### src/rtl/rsst_ram.sv
`default_nettype none

module rsst_ram #(
  parameter int Width = 8,
  parameter int Depth = 16
) (
  input  wire logic                     clk_i,
  input  wire logic                     we_i,
  input  wire logic [$clog2(Depth)-1:0] waddr_i,
  input  wire logic [Width-1:0]         wdata_i,
  input  wire logic [$clog2(Depth)-1:0] raddr_i,
  output logic      [Width-1:0]         rdata_o
);

  logic [Width-1:0] mem_q [Depth];

  // One write port and one read port; the read data is registered.
  always_ff @(posedge clk_i) begin
    if (we_i) begin
      mem_q[waddr_i] <= wdata_i;
    end
    rdata_o <= mem_q[raddr_i];
  end

endmodule

`default_nettype wire

### config.mk
export PLATFORM = sky130hd
export DESIGN_NAME = rsst_ram
export DESIGN_NICKNAME = d
export VERILOG_FILES = /design/src/rtl/rsst_ram.sv
export SDC_FILE = /design/constraint.sdc
export NUM_CORES = 1
export LEC_CHECK = 0
export ABC_AREA = 1
export BUFFER_PORTS_ARGS = -buffer_cell sky130_fd_sc_hd__buf_2
export CAP_MARGIN = 20
export CORE_MARGIN = 2
export CORE_UTILIZATION = 50
export DETAILED_ROUTE_END_ITERATION = 10
export PLACE_DENSITY = 0.67
export SETUP_SLACK_MARGIN = 0.05
export SYNTH_ARGS = -nofsm -noshare
export SYNTH_HDL_FRONTEND = slang
export SYNTH_SLANG_ARGS = --single-unit
export TNS_END_PERCENT = 20
### constraint.sdc
create_clock -name clk_i -period 1.36 [get_ports clk_i]
set_input_delay 0.136 -clock clk_i [delete_from_list [all_inputs] [get_ports clk_i]]
set_output_delay 0.136 -clock clk_i [all_outputs]
set_load 0.1 [all_outputs]
==> results.txt <==
Crit path buffers/inverters: 1
share of cells above drive strength 1: 0.133
synthesis-to-layout area growth: 17.2%
WP data required: 1.22 ns
syn_nets: 569
drt via density: 5.13
vias in the first global route: 3672
slowest CP cell: buf_2
Arr. time, crit path: 1.19 ns
Final Max Slew Viols: 0
Top Family by Delay on Critical Path: buffers and inverters
largest net degree at the start of global routing: 44
area used by multi-input combinational logic: 1210 sq um
fin util: 0.597
I/O pin count: 26
wire length per cell: 17.1 um
# port buffers: 25
Period minus WS final: 1.33 ns
first-pass GRT wire length: 20000 um
Rows: 39
# setup viols final: 0
RSZ-0062 raised after global routing: true
Die Y: 111 um
detailed router's first-iteration violation count: 327
die area: 12400 sq um
CTS tree: built
Num CTS Buffers: 17
Hold Crit Class: input port to flip-flop
FF/Latch Area: 4000 sq um
worst path cell trace: buf_2
leakage power: 0.00296 uW
Mapped Cells: 551
ANT nets after route: 0
PwrDens: 1500 nW/um^2
Total GRT Usage: 0.220
Max IR drop VDD: 0.778 mV
Post-Syn Area: 5770 sq um
placed cell count: 720
Overflow after GRT: 0
max frequency: 0.754 GHz
Synth Warn #: 0
Setup CP Type: flip-flop to output port
Hold Worst Slack: 0.0945 ns
normalized max-slew margin: 0.675
H-tree level count: 4
Startpoint Class: flip-flop
Post-DP Area: 6140 sq um
Core Region: 11300 sq um
Sum Neg Setup Slack: 0 ns
number of library cell types mapped by synthesis: 12
outcome: complete, no violations
Finished Layout Cells: 752
CTS root buffer: clkbuf_16
CTS clk-pin slew, worst paths: 0.06 ns
most frequent cells in the layout: nand2_1, edfxtp_1, inv_1
diode count: 0
antenna violations before repair: 0
period utilization: 0.975
sequential cell area fraction in the yosys report: 0.694
Worst Skew: 0.00380 ns
Fill cells: 955
DR vias: 3856
final hold vios: 0
routability cong.: 0.827
Critical Path End Type: output port
CP Max Fanout: 1
number of synthesized register bits: 136
post-route cell area: 6760 sq um
Pre-antenna DRT Iters: 4
most common cell after layout, fill and taps aside: nand2_1
clk buf depth: 2
detailed placement HPWL: 7870 um
Starting Density: 0.509
Worst-Margin Slew: 0.491 ns
Max-cap violations: 0
CP peak stage delay: 0.44 ns
CTS Sinks: 136
Die W: 111 um
Layout Nets: 614
final WL: 12800 um
Synth Area per Inst: 10.5 sq um
DRC: 0
clock latency at the later pin of the worst-skew pair: 0.41 ns
power by group:
part | switching, uW | internal, uW | total, uW
Clock | 1580 | 3060 | 4640
Combinational | 601 | 190 | 791
Sequential | 30.3 | 4690 | 4720
area by class of cell:
cell class | instances | area share
clock buffer | 24 | 0.0728
clock inverter | 8 | 0.0174
inverter | 102 | 0.0567
multi-input combinational | 289 | 0.180
sequential | 136 | 0.593
tap | 143 | 0.0265
timing repair buffer | 50 | 0.0544
metrics by stage:
step | total power, uW | setup WS, ns
finish | 10200 | 0.0336
global route | 10500 | 0.0103
CTS | 10200 | 0.00451
detailed placement | 5580 | 0.138
global placement | 5570 | 0.176
floorplan | 5320 | 0.273
worst paths after layout:
| kind | start | endpoint | slack [ns] | cells past startpoint |
|---|---|---|---|---|
| max | rdata_o[7]$_DFF_P_ | rdata_o[7] | 0.03 | 1 |
| min | raddr_i[3] | rdata_o[6]$_DFF_P_ | 0.09 | 3 |
| max reg2reg | mem_q[3][0]$_DFFE_PP_ | rdata_o[0]$_DFF_P_ | 0.33 | 6 |
| min reg2reg | mem_q[4][1]$_DFFE_PP_ | rdata_o[1]$_DFF_P_ | 0.68 | 6 |
per-layer routing:
layer / wire, um / vias to the layer above / track usage / share of wire
li1: - / 1863 / - / -
met1: 5190 / 1843 / 0.289 / 0.40
met2: 6630 / 135 / 0.364 / 0.52
met3: 837 / 15 / 0.0561 / 0.065
met4: 181 / 0 / 0.0708 / 0.014
met5: 0 / - / 0 / 0
synth_stat cells, drive strengths merged:
cell,n,share of area
buf,24,0.029
nand2,173,0.11
nand3b,2,0.0026
edfxtp,128,0.67
nand3,97,0.084
nor2,17,0.011
dfxtp,8,0.028
inv,102,0.066
state kept, by name (all words and copies together) (netlist names):
register and count:
mem_q 128, rdata_o 8
cell families after synthesis:
group                  share of synthesized area
and+or+nand+nor                            0.210
DFF                                        0.694
buffers and inverters                     0.0952
what timing repair did:
item	4_1_cts	5_1_grt
pin swaps	0	0
endpoints found under the setup margin	4	3
hold buffers	0	0
resized for setup	1	1
buffers inserted	0	0
Power figures use the tool's default switching activity.
